### src/ltp_pkg.sv
`timescale 1ns / 1ps

package ltp_pkg;

  // Integral state is held multiplied by this scale.
  localparam int INTEGRAL_SCALE = 500;

  // Turn divisor: gains are in hundredths and the integral is scaled.
  localparam logic [63:0] TURN_DIV = 64'(100 * INTEGRAL_SCALE);
  // Magnitudes at or above this value saturate the turn output.
  localparam logic [48:0] TURN_SAT_LIM = 49'(64'd32768 * TURN_DIV);
  // Reciprocal multiply for magnitudes below TURN_SAT_LIM (under 2^31).
  localparam int TURN_SHIFT = 47;
  localparam logic [31:0] TURN_RECIP =
    32'(((64'd1 << TURN_SHIFT) + TURN_DIV - 64'd1) / TURN_DIV);

  localparam logic signed [15:0] TURN_MAX = 16'sh7FFF;
  localparam logic signed [15:0] TURN_MIN = 16'sh8000;

  // Tail drive: divide by 100 and clamp to plus or minus 100.
  localparam int TAIL_DIV = 100;
  localparam int TAIL_LIMIT = 100;
  localparam logic [27:0] TAIL_SAT_LIM = 28'((TAIL_LIMIT + 1) * TAIL_DIV);
  localparam int TAIL_SHIFT = 21;
  localparam logic [14:0] TAIL_RECIP =
    15'(((32'd1 << TAIL_SHIFT) + TAIL_DIV - 1) / TAIL_DIV);
  localparam logic signed [7:0] TAIL_MAX = 8'(TAIL_LIMIT);
  localparam logic signed [7:0] TAIL_MIN = -8'(TAIL_LIMIT);

  // Accumulator limits for the saturating integral.
  localparam logic signed [33:0] ACC_MAX = 34'sd2147483647;
  localparam logic signed [33:0] ACC_MIN = -34'sd2147483648;

  // Trace mode codes; any other code behaves as hold.
  localparam logic [1:0] MODE_MANUAL = 2'd0;
  localparam logic [1:0] MODE_TRACE  = 2'd1;
  localparam logic [1:0] MODE_HOLD   = 2'd2;

  typedef enum logic [2:0] {
    CFG_TRACE_MODE  = 3'd0,
    CFG_EDGE_LEVEL  = 3'd1,
    CFG_P_GAIN      = 3'd2,
    CFG_I_GAIN      = 3'd3,
    CFG_D_GAIN      = 3'd4,
    CFG_MANUAL_TURN = 3'd5,
    CFG_TAIL_TARGET = 3'd6,
    CFG_TAIL_GAIN   = 3'd7
  } cfg_idx_t;

  typedef struct packed {
    logic [9:0]          light_sample;
    logic signed [15:0]  tail_count;
  } in_item_t;

  typedef struct packed {
    logic signed [15:0]  turn_value;
    logic signed [7:0]   tail_drive;
  } out_item_t;

  typedef struct packed {
    logic [1:0]          trace_mode;
    logic [9:0]          edge_level;
    logic signed [15:0]  p_gain;
    logic signed [15:0]  i_gain;
    logic signed [15:0]  d_gain;
    logic signed [7:0]   manual_turn;
    logic signed [15:0]  tail_target;
    logic [9:0]          tail_gain;
  } cfg_t;

  // Updated controller state handed to the pipeline.
  typedef struct packed {
    logic                manual;
    logic signed [10:0]  e_now;
    logic signed [11:0]  diff;
    logic signed [31:0]  integ;
  } err_upd_t;

  // Load enables of the pipeline stages after stage two.
  typedef struct packed {
    logic s3;
    logic s4;
    logic s5;
    logic s6;
  } stage_en_t;

  typedef struct packed {
    logic        manual;
    logic        sat;
    logic        neg;
    logic [14:0] q;
  } turn_res_t;

  typedef struct packed {
    logic       sat;
    logic       neg;
    logic [6:0] q;
  } tail_res_t;

endpackage

### src/ltp_cfg_regs.sv
`timescale 1ns / 1ps

module ltp_cfg_regs (
  input  logic                clk,
  input  logic                rst_n,
  input  logic                cfg_we,
  input  logic [2:0]          cfg_addr,
  input  logic [15:0]         cfg_wdata,
  output ltp_pkg::cfg_t       cfg
);

  ltp_pkg::cfg_t cfg_r;

  // Register file with reset values; writes are truncated to each width.
  always_ff @(posedge clk) begin
    if (!rst_n) begin
      cfg_r.trace_mode  <= ltp_pkg::MODE_MANUAL;
      cfg_r.edge_level  <= 10'd600;
      cfg_r.p_gain      <= 16'sd100;
      cfg_r.i_gain      <= 16'sd0;
      cfg_r.d_gain      <= 16'sd0;
      cfg_r.manual_turn <= 8'sd0;
      cfg_r.tail_target <= 16'sd0;
      cfg_r.tail_gain   <= 10'd80;
    end else if (cfg_we) begin
      unique case (ltp_pkg::cfg_idx_t'(cfg_addr))
        ltp_pkg::CFG_TRACE_MODE:  cfg_r.trace_mode  <= cfg_wdata[1:0];
        ltp_pkg::CFG_EDGE_LEVEL:  cfg_r.edge_level  <= cfg_wdata[9:0];
        ltp_pkg::CFG_P_GAIN:      cfg_r.p_gain      <= cfg_wdata;
        ltp_pkg::CFG_I_GAIN:      cfg_r.i_gain      <= cfg_wdata;
        ltp_pkg::CFG_D_GAIN:      cfg_r.d_gain      <= cfg_wdata;
        ltp_pkg::CFG_MANUAL_TURN: cfg_r.manual_turn <= cfg_wdata[7:0];
        ltp_pkg::CFG_TAIL_TARGET: cfg_r.tail_target <= cfg_wdata;
        ltp_pkg::CFG_TAIL_GAIN:   cfg_r.tail_gain   <= cfg_wdata[9:0];
      endcase
    end
  end

  assign cfg = cfg_r;

endmodule

### config.mk
export PLATFORM = sky130hd
export DESIGN_NAME = ltp_cfg_regs
export DESIGN_NICKNAME = d
export VERILOG_FILES = /design/src/ltp_pkg.sv /design/src/ltp_cfg_regs.sv
export SDC_FILE = /design/constraint.sdc
export NUM_CORES = 1
export LEC_CHECK = 0
export ABC_CLOCK_PERIOD_IN_PS = 910
export BUFFER_PORTS_ARGS = -buffer_cell sky130_fd_sc_hd__buf_2
export CORE_ASPECT_RATIO = 2
export CORE_MARGIN = 1
export CORE_UTILIZATION = 45
export DETAILED_ROUTE_END_ITERATION = 8
export HOLD_SLACK_MARGIN = 0.03
export PLACE_DENSITY = 0.75
export SLEW_MARGIN = 15
export SYNTH_ARGS = -nofsm -noshare
export SYNTH_HDL_FRONTEND = slang
export SYNTH_SLANG_ARGS = --single-unit
### constraint.sdc
create_clock -name clk -period 0.91 [get_ports clk]
set_input_delay 0.091 -clock clk [delete_from_list [all_inputs] [get_ports clk]]
set_output_delay 0.091 -clock clk [all_outputs]
set_load 0.01 [all_outputs]
# Word level (Yosys, flattened, before mapping)
# Index checks and enable logic that the tools add are counted.
[op_classes]
eq_ne = 7
reduce_logical = 9
[op_table]
columns = ["operator", "count"]
rows = [
  ["$reduce_and 2->1", 8],
  ["$eq 3x3->1 const B", 4],
  ["$eq 3x2->1 const B", 2],
  ["$eq 3x1->1 const B", 1],
  ["$logic_not 3->1", 1],
]
[totals]
ff_bits = 94
output_inout_bits = 94
inputBits = 22
word_cells = 24

# Depth between registers and ports, before layout
# Gate-level depths: netlist (run 1).
[depth]
ltp_word = 2
ltp_mapped = 5
mapped_depth_nobuf = 2

# Worst setup path before layout (run 1)
# OpenSTA, ideal clock, no wires.
[synth_timing]
path_kind = "input -> register"
startpoint = "in rst_n"
endpoint = "reg cfg_r (netlist bit cfg[39])"
path_stages = 5
arrival_time_ns = 0.834
slack_ns = 0.005
setup_time_ns = 0.072
required_time_ns = 0.838
path_cell_list = "buf_2 -> buf_2 -> clkbuf_1 -> nand2_1 -> mux2i_1"
[synth_lines]
columns = ["element", "line", "rtl"]
rows = [
  ["start, declared", "ltp_cfg_regs.sv:5", "input logic rst_n,"],
  ["end, declared", "ltp_cfg_regs.sv:12", "ltp_pkg::cfg_t cfg_r;"],
]

# Worst setup path in the final report (run 1)
[layout_timing]
startpoint = "reg cfg_r (netlist bit cfg[92])"
endpoint = "out cfg[92] (netlist bit)"
[layout_lines]
columns = ["element", "line", "rtl"]
rows = [
  ["end, declared", "ltp_cfg_regs.sv:9", "output ltp_pkg::cfg_t cfg"],
]
# No word-level cell between the ends.

==> results.cfg, run 1 <==
[status]
status = complete, no violations

[layout]
nets = 493
drive_gt1_frac = 0.5252
insertedDiodeCount = 0
postLayoutCoreUtil = 0.6757
fin_area_mm2 = 0.005136
syn2layout_area_growth_pct = 45.21
largest_reg_flops = 94
instances_no_fill = 570

[critical_path]
crit_family = flip-flops
worstPathCellList = buf_2
critPathMaxFanout = 2
crit_path_top_delay_cell = dfxtp_2
crit_path_end_kind = primary output
crit_type = reg2out
critPathRequiredTime_ps = 820
crit_start = cfg[92]$_SDFFE_PN0P_
cp-start-kind = register
critPathBufInv = 1
r2r-start = cfg[74]$_SDFFE_PN0P_
critical_path.max_stage_delay_ps = 350
critPathArrivalTime_ps = 810

[routing]
ant_nets = 0
wirelength_um = 9213
vias = 2794
viasPerCell = 4.902
drc_errors = 0
drt_iter0_drc = 169
detail_route.first_pass.iterations = 4
wire_per_inst_um = 16.16

[yosys]
syn-cell-area_mm2 = 0.003537
syn_inst = 337
synth_area_leaders = dfxtp_1, mux2i_1, nand2_1, nor2b_1, buf_6
synth-seq-area-share = 0.5320
yosysWarnings = 0
synth_nets = 359
ys_ff_latch = 94
ys_types = 15
netlist.area_leader.share = 0.5320
synth_area_leader_cell = dfxtp_1
syn_area_per_cell_um2 = 10.50

[timing]
rsz0062_at_grt = true
fin_tns_setup_ps = 0
setup_viol = 0
slew_headroom = 0.7647
fin_crit_ps = 905.0
worst_pin_slew_ps = 348.0
hold_viol_final = 0
fin_crit_sh = 0.9945
skew_ps = 0
maxSlewViolCount = 0
fmax_mhz = 1105

[floorplan]
start_util = 0.4653
core_mm2 = 0.007601
num_rows = 45
dieHeight_um = 127.4
die_w_um = 64.69
dieArea_mm2 = 0.008240
ios = 116

[grt]
grt_pass1_wl_um = 13750
grt_max_degree = 29
grt_pass1_vias = 2740
track_usage = 0.2299
grt-ovfl-total = 0
antenna_found_initial = 0

[placement]
place_area_mm2 = 0.004395
gp_congestion = 0.7598
place_hpwl_um = 6655
dp.cells = 549
portBuffers = 115

[power_and_ir_drop]
vdd_drop_max_mv = 1.085
power_density_mw_per_mm2 = 1700
power_mw = 8.732
p_leak_nw = 2.644

[clocking]
cts_buffers = 9
clock_latency_ps = 340
path_clk_slew_ps = 60
cts_tree = yes
cts.sinks = 94
clock-root-buffer = clkbuf_16
htreeDepth = 3
cts_max_path_buffers = 2

[worst_hold_path]
hp-start = cfg_wdata[4]
hold_class = in2reg

[run]
maxCapViolCount = 0
-- per-stage QoR --
stage          setup WS [ps]  hold slack, ps
2_1_floorplan          4.811           257.4
3_3_place_gp          -161.2           371.3
3_5_place_dp          -136.6           377.9
4_1_cts               0.1896           39.72
5_1_grt               -15.15           47.41
6_report               5.020           46.13
-- layout make-up --
type / count / area (um2)
fillers: 608 / 2465
flip-flops and latches: 94 / 1992
multi-input cells: 219 / 1503
repair buffers: 147 / 1224
clock buffers: 10 / 239.0
well taps: 94 / 117.6
clock inverters: 6 / 61.31
-- worst paths after layout --
check / to / slack [ps] / depth (start not counted)
worst max-delay path: cfg[92] / 5 / 1
worst min-delay path: cfg[86]$_SDFFE_PN1P_ / 50 / 3
worst max register to register: cfg[74]$_SDFFE_PN0P_ / 210 / 3
worst min register to register: cfg[3]$_SDFFE_PN0P_ / 460 / 2
-- cells in the mapped netlist --
cell,n
nand2_1,101
dfxtp_1,94
mux2i_1,94
nor2b_1,15
buf_2,8
clkbuf_1,8
buf_6,4
buf_4,3
nand4b_1,3
nand4bb_1,2
and4bb_1,1
and4bb_2,1
buf_8,1
nand4_1,1
nor4b_1,1
-- logic make-up (layout without fill, tap and decap cells) --
family | Yosys count | after routing | share of synthesized area
mux | 94 | 94 | 0.2660
flops | 94 | 94 | 0.5320
buf+inv | 24 | 163 | 0.04315
simple gates | 125 | 125 | 0.1588
-- what timing repair did --
item | in CTS | in global routing
hold buffers | 2 | 0
buffers inserted | 0 | 3
endpoints found under the setup margin | 33 | 77
resized for setup | 38 | 96
endpoints found under the hold margin | 2 | 0
-- cells in the final DEF (no fill, tap or decap) --
| cell type | count |
|---|---|
| dlygate4sd3_1 | 2 |
| clkbuf_8 | 1 |
| nand4b_1 | 3 |
| clkinvlp_4 | 1 |
| mux2i_1 | 94 |
| dfxtp_1 | 6 |
| clkinv_4 | 1 |
| nand2_1 | 101 |
| bufinv_16 | 1 |
| dfxtp_2 | 88 |
| and4bb_2 | 1 |
| and4bb_1 | 1 |
| clkinv_2 | 3 |
| nor4b_1 | 1 |
| buf_2 | 68 |
| clkbuf_16 | 9 |
| buf_4 | 22 |
| nor2b_1 | 15 |
| buf_12 | 9 |
| buf_6 | 46 |
| nand4_1 | 1 |
| nand4bb_1 | 2 |
-- routing by layer --
metal	up-vias	GRT usage	part of all wire
met5	-	0	0
met4	0	0.09020	0.019
met3	14	0.06250	0.035
met2	73	0.4378	0.58
met1	1318	0.2262	0.36
li1	1389	-	-
-- power breakdown --
group | internal [mW] | switching [mW]
clock | 2.19 | 1.52
sequential | 4.22 | 0.0597
combinational | 0.366 | 0.378
total | 6.78 | 1.95
Power figures use the tool's default switching activity.
==> run 2, diff against run 1 <==
ABC_AREA = 1   (was unset)
CORE_UTILIZATION = 46   (was 45)
PLACE_DENSITY = 0.76   (was 0.75)
==> results.cfg, run 2 <==
[yosys]
synth_area_leader_cell = dfxtp_1
yosysMostFrequentCell = nor2_1
ys_types = 12
synthFlopType = dfxtp_1
synth-seq-area-share = 0.5076
async_flop_share = 0
syn-cell-area_mm2 = 0.003707
syn_area_per_cell_um2 = 6.956
ys_ff_latch = 94
synth_area_leaders = dfxtp_1, nor2_1, nand2_1, nand3_1, inv_1
yosysWarnings = 0
syn_inst = 533
synth_nets = 555
synth_commonest_cells = nor2_1, nand2_1, dfxtp_1, nand3_1, inv_1
synth-edff-count = 0
netlist.area_leader.share = 0.5076

[timing]
hold_viol_final = 0
fmax_mhz = 1112
setup_viol = 0
worst_slack_ps = 10.40
worst_pin_slew_ps = 391.3
slew_headroom = 0.7385
maxSlewViolCount = 0
rsz0062_at_grt = true
skew_ps = 0
fin_crit_ps = 899.6
fin_crit_sh = 0.9886

[layout]
largest_reg_flops = 94
layout_common_cells = nor2_1, nand2_1, dfxtp_2
insertedDiodeCount = 0
drive_gt1_frac = 0.3799
syn2layout_area_growth_pct = 45.12
fin_area_mm2 = 0.005380
final_common_cell = nor2_1
instances_no_fill = 762
nets = 683
fillers = 629

[critical_path]
crit-reg2reg-capture = cfg[37]$_SDFFE_PN0P_
cp-start-kind = register
critPathArrivalTime_ps = 810
rr_worst_depth = 2
r2r-start = cfg[37]$_SDFFE_PN0P_
rrSetupSlack_ps = 250
critPathMaxFanout = 2
critical_path.max_stage_delay_ps = 330
critPathBufInv = 1
crit_type = reg2out
crit_path_top_delay_cell = dfxtp_2
crit_path_end_kind = primary output
worstPathCellList = buf_2
critPathRequiredTime_ps = 820
crit_family = flip-flops

[placement]
pre_cts_ws_ps = -132.1
place_area_mm2 = 0.004642
place_hpwl_um = 7679
dp.cells = 740
gp_congestion = 0.9253
portBuffers = 115

[grt]
grt_pass1_vias = 3570
grt-ovfl-total = 0
track_usage = 0.2668
busiest_layer = met2
gr-usage-met2 = 0.4724
grt_pass1_wl_um = 16770
antenna_found_initial = 0
met3_usage = 0.05319
use_met1 = 0.2669
grt_max_degree = 41

[clocking]
cts.sinks = 94
cts_buffers = 9
path_clk_slew_ps = 60
clock_latency_ps = 340
cts_max_path_buffers = 2
htreeDepth = 3
cts_tree = yes
clock-root-buffer = clkbuf_16

[power_and_ir_drop]
p_leak_nw = 2.571
power_density_mw_per_mm2 = 1813
vdd_drop_max_mv = 1.264

[worst_hold_path]
hp-start = cfg_wdata[14]
hold_class = in2reg
hold-path-endpoint = cfg[24]$_SDFFE_PN0P_
hold_depth = 5

[floorplan]
die_w_um = 65.48
dieHeight_um = 129.0
dieArea_mm2 = 0.008444
ios = 116
core_mm2 = 0.007885
start_util = 0.4702
num_rows = 46

[routing]
detail_route.first_pass.iterations = 4
wire_per_inst_um = 14.47
viasPerCell = 5.092
drt_iter0_drc = 360
wirelength_um = 11030
vias = 3880
drc_errors = 0
ant_nets = 0

[run]
maxCapViolCount = 0

[status]
status = complete, no violations
run 2: cell count changes in the layout (fill, tap and decap cells not counted), sizes merged, moves of 3 or more:
| cell | change |
|---|---|
| inv | +24 |
| nor2b | -15 |
| dlygate4sd3 | +4 |
| nand4b | -3 |
| nor2 | +182 |
| buf | -5 |
| nand2 | +18 |
| mux2i | -94 |
| nand3 | +86 |
run 2: repair_timing:
item                                   CTS  global route
hold buffers                             6             0
cloned                                   0             0
gates resized for setup                 34            91
setup endpoints to repair               33            85
setup buffers                            0             0
endpoints found under the hold margin    7             0
run 2: worst max path at each step:
stage | start | end | cells after the start
6_report | cfg[89]$_SDFFE_PN0P_ | cfg[89] | 1
5_1_grt | cfg[31]$_SDFFE_PN0P_ | cfg[31] | 1
4_1_cts | cfg[44]$_SDFFE_PN0P_ | cfg[44] | 1
3_5_place_dp | cfg_addr[1] | cfg[37]$_SDFFE_PN0P_ | 6
3_3_place_gp | cfg_addr[0] | cfg[2]$_SDFFE_PN0P_ | 7
2_1_floorplan | cfg_we | cfg[55]$_SDFFE_PN0P_ | 7
run 2: cell type report:
| cell class | instances | area (um2) | share of cell area |
|---|---|---|---|
| Clock buffer | 10 | 229.0 | 0.04256 |
| Clock inverter | 6 | 108.9 | 0.02023 |
| Inverter | 23 | 86.33 | 0.01605 |
| Multi-Input combinational cell | 387 | 1603 | 0.2979 |
| Sequential cell | 94 | 1991 | 0.3700 |
| Tap cell | 96 | 120.1 | 0.02233 |
| Timing Repair Buffer | 146 | 1242 | 0.2309 |
run 2: cells by family (layout without fill, tap and decap cells):
family / Yosys count / count (layout) / synth area share
buffers and inverters: 52 / 185 / 0.06142
flip-flops: 94 / 94 / 0.5076
AND/OR/NAND/NOR: 387 / 387 / 0.4310
run 2: report_power, final:
| group | internal (mW) | switching (mW) | total [mW] |
|---|---|---|---|
| combinational | 0.511 | 0.665 | 1.18 |
| clock | 2.68 | 1.51 | 4.19 |
| sequential | 4.29 | 0.0959 | 4.38 |
| total | 7.48 | 2.27 | 9.75 |
run 2: stage by stage:
stage	power [mW]	hold WS (ps)	util	setup TNS [ps]
4_1_cts	9.730	154.5	0.6452	0
5_1_grt	10.10	183.7	0.6823	-15.29
6_report	9.752	155.1	0.6823	0
2_1_floorplan	5.015	204.2	-	0
3_3_place_gp	5.489	306.9	0.5887	-3985
3_5_place_dp	5.515	311.5	0.5887	-6455
run 2: routing by layer:
metal | vias to the layer above | wire [um]
li1 | 1902 | -
met1 | 1768 | 3738
met2 | 172 | 5971
met3 | 38 | 657
met4 | 0 | 658
met5 | - | 0
==> run 3, diff against run 2 <==
CORE_ASPECT_RATIO = unset   (was 2)
SLEW_MARGIN = 20   (was 15)
==> results.cfg, run 3 (synthesis results as in run 2) <==
[timing]
slew_headroom = 0.7596
fin_crit_sh = 1.009
setup_viol = 5
hold_viol_final = 0
rsz0062_at_grt = true
worst_pin_slew_ps = 360.1
fin_tns_setup_ps = -14.98
skew_ps = 0
maxSlewViolCount = 0
hold_ws_ps = 124.7
fmax_mhz = 1089
worst_slack_ps = -8.350
fin_crit_ps = 918.3

[worst_hold_path]
hp-start = cfg_wdata[12]
hold_class = in2reg

[critical_path]
critPathRequiredTime_ps = 1210
r2r-start = cfg[65]$_SDFFE_PN0P_
critical_path.max_stage_delay_ps = 550
crit_family = buffers and inverters
crit_path_top_delay_cell = dlygate4sd3_1
critPathArrivalTime_ps = 1220
crit_end = cfg[12]$_SDFFE_PN0P_
critPathBufInv = 3
crit_path_end_kind = register
rr_worst_depth = 3
crit_start = cfg_wdata[2]
crit_type = in2reg
crit-reg2reg-capture = cfg[65]$_SDFFE_PN0P_
cp-start-kind = input port
worst-path-stages = 6
rrSetupSlack_ps = 140
worstPathCellList = dlygate4sd3_1 -> buf_6 -> clkinvlp_4 -> nand3_1 -> nand2_1 -> nor2_1
critPathMaxFanout = 6

[clocking]
clock-root-buffer = clkbuf_8
cts.sinks = 94
htreeDepth = 3
cts_buffers = 9
cts_tree = yes
cts_max_path_buffers = 2
clock_latency_ps = 360
path_clk_slew_ps = 80

[placement]
place_hpwl_um = 7037
gp_congestion = 0.8431
pre_cts_ws_ps = -115.3
portBuffers = 115

[routing]
vias = 3908
viasPerCell = 4.978
ant_nets = 0
drt_iter0_drc = 164
wirelength_um = 11150
drc_errors = 0
wire_per_inst_um = 14.20
detail_route.first_pass.iterations = 7

[grt]
track_usage = 0.2693
grt_pass1_vias = 3677
grt_pass1_wl_um = 17520
grt_max_degree = 55
antenna_found_initial = 0
grt-ovfl-total = 0

[status]
status = finished, violations left
failed_checks = setup timing

[layout]
syn2layout_area_growth_pct = 54.57
fillers = 585
layout_common_cells = nor2_1, nand2_1, buf_6
drive_gt1_frac = 0.4129
postLayoutCoreUtil = 0.7378
largest_reg_flops = 94
insertedDiodeCount = 0
nets = 701
regArea_mm2 = 0.001999
final_common_cell = nor2_1
multi_input_area_mm2 = 0.001620

[floorplan]
die_w_um = 91.78
dieHeight_um = 91.78
start_util = 0.4773
core_mm2 = 0.007767
num_rows = 32
ios = 116
dieArea_mm2 = 0.008423

[power_and_ir_drop]
power_mw = 8.570
vdd_drop_max_mv = 0.9826
power_density_mw_per_mm2 = 1495
p_leak_nw = 2.655

[run]
maxCapViolCount = 0
[run 3: changes by cell type in the layout (fill, tap and decap cells not counted), sizes merged]
cell | before | now
inv | 24 | 22
clkinvlp | 0 | 1
bufinv | 3 | 2
buf | 140 | 158
clkinv | 2 | 3
[run 3: worst min-delay path by stage]
stage	endpoint	slack, ps	depth (start not counted)
floorplan	cfg[68]$_SDFFE_PN1P_	200	2
finish	cfg[78]$_SDFFE_PN0P_	120	5
global placement	cfg[85]$_SDFFE_PN1P_	310	3
CTS	cfg[20]$_SDFFE_PN0P_	100	5
detailed placement	cfg[71]$_SDFFE_PN1P_	320	3
global route	cfg[78]$_SDFFE_PN0P_	130	5
[run 3: metrics by stage]
step / std cells / area [um2]
finish: 785 / 5731
global route: 785 / 5731
CTS: 779 / 5652
detailed placement: 751 / 4637
global placement: 751 / 4637
floorplan: 533 / 3707
[run 3: repair_timing]
item	4_1_cts	5_1_grt
pin swaps	0	4
gates resized for setup	187	8
gates cloned	0	0
setup endpoints to repair	94	102
hold endpoints to repair	9	0
hold buffers	6	0
buffers inserted	7	6
[run 3: layer usage]
metal  part of all wire  track usage  vias to the layer above
li1                   -            -                     1942
met1               0.41       0.3136                     1766
met2               0.49       0.4668                      178
met3              0.078      0.07380                       22
met4              0.022       0.1094                        0
met5                  0            0                        -
[run 3: tightest hold or removal path: stages]
cell,delay [ps]
buf_2,90
inv_1,70
nand3_1,90
nand2_1,40
nor2_1,60
[run 3: final cells by class]
cell class / instances / share of cell area
Sequential cell: 94 / 0.3489
Clock buffer: 10 / 0.02227
Clock inverter: 5 / 0.01310
Tap cell: 102 / 0.02227
Inverter: 23 / 0.01572
Multi-Input combinational cell: 387 / 0.2828
Timing Repair Buffer: 164 / 0.2950
[run 3: power breakdown]
part | switching (mW) | internal (mW)
Clock | 1.36 | 1.52
Combinational | 0.677 | 0.619
Sequential | 0.111 | 4.28
